--- config.mk ---
export PLATFORM = sky130hd
export DESIGN_NAME = wuf_sequencer
export DESIGN_NICKNAME = d
export VERILOG_FILES = /design/src/hdl/wuf_pkg.sv /design/src/hdl/wuf_sequencer.sv
export SDC_FILE = /design/constraint.sdc
export NUM_CORES = 1
export LEC_CHECK = 0
export BUFFER_PORTS_ARGS = -buffer_cell sky130_fd_sc_hd__buf_4
export CORE_AREA = 5 5 42 44
export CTS_CLUSTER_SIZE = 20
export DETAILED_ROUTE_END_ITERATION = 10
export DIE_AREA = 0 0 47 49
export PLACE_DENSITY = 0.85
export SLEW_MARGIN = 20
export SYNTH_ARGS = -nofsm -noshare
export SYNTH_HDL_FRONTEND = slang
export SYNTH_SLANG_ARGS = --single-unit
--- constraint.sdc ---
create_clock -name clk -period 2.8 [get_ports clk]
set_input_delay 0.42 -clock clk [delete_from_list [all_inputs] [get_ports clk]]
set_output_delay 0.42 -clock clk [all_outputs]
set_load 0.05 [all_outputs]
--- src/hdl/wuf_pkg.sv ---
// Shared types, control-word layout and microprogram for the union-find unit.
package wuf_pkg;

    localparam int NODE_W  = 10;
    localparam int TOTAL_W = 11;
    localparam int STEP_W  = 4;

    typedef struct packed {
        logic [NODE_W-1:0] node_a;
        logic [NODE_W-1:0] node_b;
    } pair_t;

    typedef struct packed {
        logic               already_joined;
        logic [TOTAL_W-1:0] component_total;
    } result_t;

    // Step addresses of the microprogram.
    localparam logic [STEP_W-1:0] STEP_CLEAR    = 4'd0;
    localparam logic [STEP_W-1:0] STEP_WAIT     = 4'd1;
    localparam logic [STEP_W-1:0] STEP_CHECK    = 4'd2;
    localparam logic [STEP_W-1:0] STEP_WALK_A   = 4'd3;
    localparam logic [STEP_W-1:0] STEP_START_B  = 4'd4;
    localparam logic [STEP_W-1:0] STEP_WALK_B   = 4'd5;
    localparam logic [STEP_W-1:0] STEP_COMPARE  = 4'd6;
    localparam logic [STEP_W-1:0] STEP_FETCH_WB = 4'd7;
    localparam logic [STEP_W-1:0] STEP_LINK     = 4'd8;
    localparam logic [STEP_W-1:0] STEP_FINISH   = 4'd9;

    // Jump conditions.
    localparam logic [2:0] COND_NEVER     = 3'd0;
    localparam logic [2:0] COND_ALWAYS    = 3'd1;
    localparam logic [2:0] COND_CLR_DONE  = 3'd2;
    localparam logic [2:0] COND_IN_XFER   = 3'd3;
    localparam logic [2:0] COND_BAD_NODE  = 3'd4;
    localparam logic [2:0] COND_AT_ROOT   = 3'd5;
    localparam logic [2:0] COND_SAME_ROOT = 3'd6;
    localparam logic [2:0] COND_OUT_FREE  = 3'd7;

    // Root walk selection.
    localparam logic [1:0] WALK_NONE = 2'd0;
    localparam logic [1:0] WALK_A    = 2'd1;
    localparam logic [1:0] WALK_B    = 2'd2;

    typedef struct packed {
        logic              take;     // accept a pair in this step
        logic              clear;    // write reset contents at the sweep address
        logic              rd_link;  // read parent at the link just fetched
        logic [1:0]        walk;     // follow links for node a or node b
        logic              wt_rb;    // weight read address is root b, else root a
        logic              ld_wa;    // capture weight of root a
        logic              judge;    // record whether the roots match
        logic              link;     // join the two trees
        logic              finish;   // load the result register
        logic [2:0]        cond;
        logic              loop;     // without a jump, stay on this step
        logic [STEP_W-1:0] target;
    } ucode_t;

    typedef struct packed {
        logic clr_done;
        logic in_xfer;
        logic bad_node;
        logic at_root;
        logic same_root;
        logic out_free;
    } cond_flags_t;

    function automatic ucode_t wuf_rom(input logic [STEP_W-1:0] step);
        ucode_t uc;
        uc = '0;
        unique case (step)
            STEP_CLEAR: begin
                uc.clear  = 1'b1;
                uc.cond   = COND_CLR_DONE;
                uc.loop   = 1'b1;
                uc.target = STEP_WAIT;
            end
            STEP_WAIT: begin
                uc.take   = 1'b1;
                uc.cond   = COND_IN_XFER;
                uc.loop   = 1'b1;
                uc.target = STEP_CHECK;
            end
            STEP_CHECK: begin
                uc.cond   = COND_BAD_NODE;
                uc.target = STEP_FINISH;
            end
            STEP_WALK_A: begin
                uc.walk    = WALK_A;
                uc.rd_link = 1'b1;
                uc.cond    = COND_AT_ROOT;
                uc.loop    = 1'b1;
                uc.target  = STEP_START_B;
            end
            STEP_START_B: begin
                uc.cond   = COND_NEVER;
            end
            STEP_WALK_B: begin
                uc.walk    = WALK_B;
                uc.rd_link = 1'b1;
                uc.cond    = COND_AT_ROOT;
                uc.loop    = 1'b1;
                uc.target  = STEP_COMPARE;
            end
            STEP_COMPARE: begin
                uc.judge  = 1'b1;
                uc.cond   = COND_SAME_ROOT;
                uc.target = STEP_FINISH;
            end
            STEP_FETCH_WB: begin
                uc.ld_wa  = 1'b1;
                uc.wt_rb  = 1'b1;
                uc.cond   = COND_NEVER;
            end
            STEP_LINK: begin
                uc.link   = 1'b1;
                uc.cond   = COND_ALWAYS;
                uc.target = STEP_FINISH;
            end
            STEP_FINISH: begin
                uc.finish = 1'b1;
                uc.cond   = COND_OUT_FREE;
                uc.loop   = 1'b1;
                uc.target = STEP_WAIT;
            end
            default: begin
                uc.cond   = COND_ALWAYS;
                uc.target = STEP_WAIT;
            end
        endcase
        return uc;
    endfunction

endpackage

--- src/hdl/wuf_sequencer.sv ---
// Step counter, control store and jump logic of the union-find microprogram.
module wuf_sequencer (
    input  logic                 clk,
    input  logic                 rst_n,
    input  wuf_pkg::cond_flags_t flags,
    output wuf_pkg::ucode_t      ctrl
);
    import wuf_pkg::*;

    logic [STEP_W-1:0] step_reg;
    logic [STEP_W-1:0] step_next;
    logic              jump;

    assign ctrl = wuf_rom(step_reg);

    always_comb
    begin
        unique case (ctrl.cond)
            COND_NEVER:     jump = 1'b0;
            COND_ALWAYS:    jump = 1'b1;
            COND_CLR_DONE:  jump = flags.clr_done;
            COND_IN_XFER:   jump = flags.in_xfer;
            COND_BAD_NODE:  jump = flags.bad_node;
            COND_AT_ROOT:   jump = flags.at_root;
            COND_SAME_ROOT: jump = flags.same_root;
            COND_OUT_FREE:  jump = flags.out_free;
            default:        jump = 1'b0;
        endcase

        if (jump)
        begin
            step_next = ctrl.target;
        end
        else if (ctrl.loop)
        begin
            step_next = step_reg;
        end
        else
        begin
            step_next = step_reg + 1'b1;
        end
    end

    always_ff @(posedge clk or negedge rst_n)
    begin
        if (!rst_n)
        begin
            step_reg <= STEP_CLEAR;
        end
        else
        begin
            step_reg <= step_next;
        end
    end

endmodule
==> flow_summary_export.csv <==
group,metric,value,unit
route,drc,0,
clock_tree,path_clk_slew,40,ps
grt,first_global_vias,568,
route,antenna_left,0,
clock_tree,cts_tree,"done",
placement,dp_hpwl,1180,um
job,cap_violations,0,
timing,skew,2.638,ps
clock_tree,htreeDepth,1,
grt,grt_max_degree,14,
synth,synth.avg_cell_area,8.973,um2
route,wire_per_inst,13.38,um
placement,port_buffers,25,
synth,synth_nets,76,
clock_tree,clockBufferDepth,2,
synth,yosysWarnings,0,
timing,maxSlewViolCount,0,
layout,drive_gt1_frac,0.4556,
placement,gp_congestion,0.7625,
grt,grt_use_met2,0.2262,
critical_path,startpoint_type,"register",
layout,layoutNonFillerInstCount,106,
synth,ys_seq_elements,4,
synth,synthArstFlopShare,1.000,
grt,grtUsageMet3,0.02583,
grt,top_usage_layer,"met2",
synth,synth_area_leaders,"dfrtp_1 (17%), ha_1 (8.7%), mux2_4 (7.8%)",
floorplanning,start_util,0.4098,
route,wirelength,1418,um
timing,finalSetupViolCount,0,
synth,synthCells,64,
grt,grt_usage,0.1454,
grt,antenna_found_initial,0,
timing,fmax,417.2,MHz
synth,post-synth-top-count-cell,"inv_1",
route,drt-initial-drc-count,4,
critical_path,endpoint_kind,"primary output",
placement,dp.cells,102,
synth,synth_top_area_frac,0.1743,
floorplanning,num_io_pins,26,
synth,synth.largest_area_cell,"dfrtp_1",
clock_tree,cts_resized,0,
critical_path,critPathRequiredTime,2380,ps
route,dr.pass1.iters,3,
timing,rsz0062_at_grt,"no",
synth,synthTopCellsByCount,"inv_1 (7), and2_1 (5)",
route,vias,546,
synth,synthFlopType,"dfrtp_1",
clock_tree,cts_root_buf,"clkbuf_4",
layout,area.growth.synth_to_final,38.56,%
synth,synth-edff-count,0,
floorplanning,rows,14,
layout,antennaDiodeCount,0,
critical_path,crit_type,"register to primary output",
route,vias_per_cell,5.151,
critical_path,crit_fanout,7,
timing,period_needed,2397,ps
floorplanning,dieHeight,49,um
synth,netlist-cell-type-count,33,
timing,period_share,0.8561,
clock_tree,cts.sink_count,4,
timing,hold_viol,0,
synth,ys_seq_area_frac,0.1743,
clock_tree,cts_buffers,3,
grt,grt_overflow,0,
outcome,status,"finished, final reports clean",
floorplanning,die-area,2303,um2
layout,largest_reg_flops,4,
worst_hold_path,hold_class,"input port to async pin",
critical_path,arrival,1980,ps
layout,fin_nets,104,
grt,grt_pass1_wl,2470,um
clock_tree,ctsHoldBuffers,1,
clock_tree,worst_skew_pair.late_latency,240,ps
floorplanning,design.core.area,1401,um2
timing,tightestPinTransition,435.0,ps
floorplanning,die_w,47,um
grt,use_met1,0.1792,
timing,tns,0,ps
timing,slew_headroom,0.7100,
synth,syn_area,574.3,um2
clock_tree,cts_setup_buffers,0,
## critical path, stage by stage, from the launching register on
cell,delay [ps]
dfrtp_1,410
inv_1,80
ha_1,300
nand2b_1,210
inv_1,70
and2_1,170
or2_2,300
buf_4,190
## path summary, 6_finish.rpt
kind	startpoint	endpoint	slack (ps)	cells past startpoint
max	step_reg[1]$_DFFE_PN0P_	ctrl[15]	400	7
min	rst_n	step_reg[3]$_DFFE_PN0P_	520	2
max reg2reg	step_reg[1]$_DFFE_PN0P_	step_reg[0]$_DFFE_PN0P_	480	8
min reg2reg	step_reg[1]$_DFFE_PN0P_	step_reg[1]$_DFFE_PN0P_	690	2
max in group asynchronous	rst_n	step_reg[1]$_DFFE_PN0P_	2180	2
min in group clk	step_reg[1]$_DFFE_PN0P_	step_reg[1]$_DFFE_PN0P_	690	2
## cell type report
class                           instances  area (um2)
Fill cell                             132       605.6
Sequential cell                         4       100.1
Clock buffer                            3       22.52
Multi-Input combinational cell         50       429.2
Tap cell                               16       20.02
Timing Repair Buffer                   26       197.7
Inverter                                7       26.28
## metrics by stage
stage          utilization  hold slack, ps  area, um2  setup slack, ps
3_5_place_dp        0.5446           219.9      763.2            515.9
2_1_floorplan            -           124.4      581.8            200.2
3_3_place_gp        0.5446           219.5      763.2            588.4
5_1_grt             0.5679           522.9      795.8            273.9
4_1_cts             0.5679           506.3      795.8            388.6
6_report            0.5679           519.0      795.8            402.9
## layout by cell type (no fill, tap or decap), drive strengths merged, types with 2 or more instances in the layout
cell type	count
ha	4
nand2	4
clkbuf	3
nand2b	4
or2	2
a211oi	2
and2b	2
nor2	5
mux2i	3
mux2	4
and2	5
inv	7
buf	25
dfrtp	4
## per-layer routing
metal	up-vias	wire, um
met5	-	0
met4	0	13
met3	2	58
met2	13	742
met1	258	604
li1	273	-
## logic make-up (layout without fill, tap and decap cells)
group                      after synthesis  after routing  synth area share
AOI/OAI and AO/OA                       11             11            0.2048
xor gates and xnor gates                 1              1           0.01525
adders and majority gates                4              4           0.08715
buffers and inverters                   10             36           0.09150
DFF                                      4              4            0.1743
muxes                                    7              7            0.1503
and+or+nand+nor                         27             27            0.2767
Power is not shown: default switching activity piles up to over one toggle a cycle in this logic, so the estimate is an artifact.
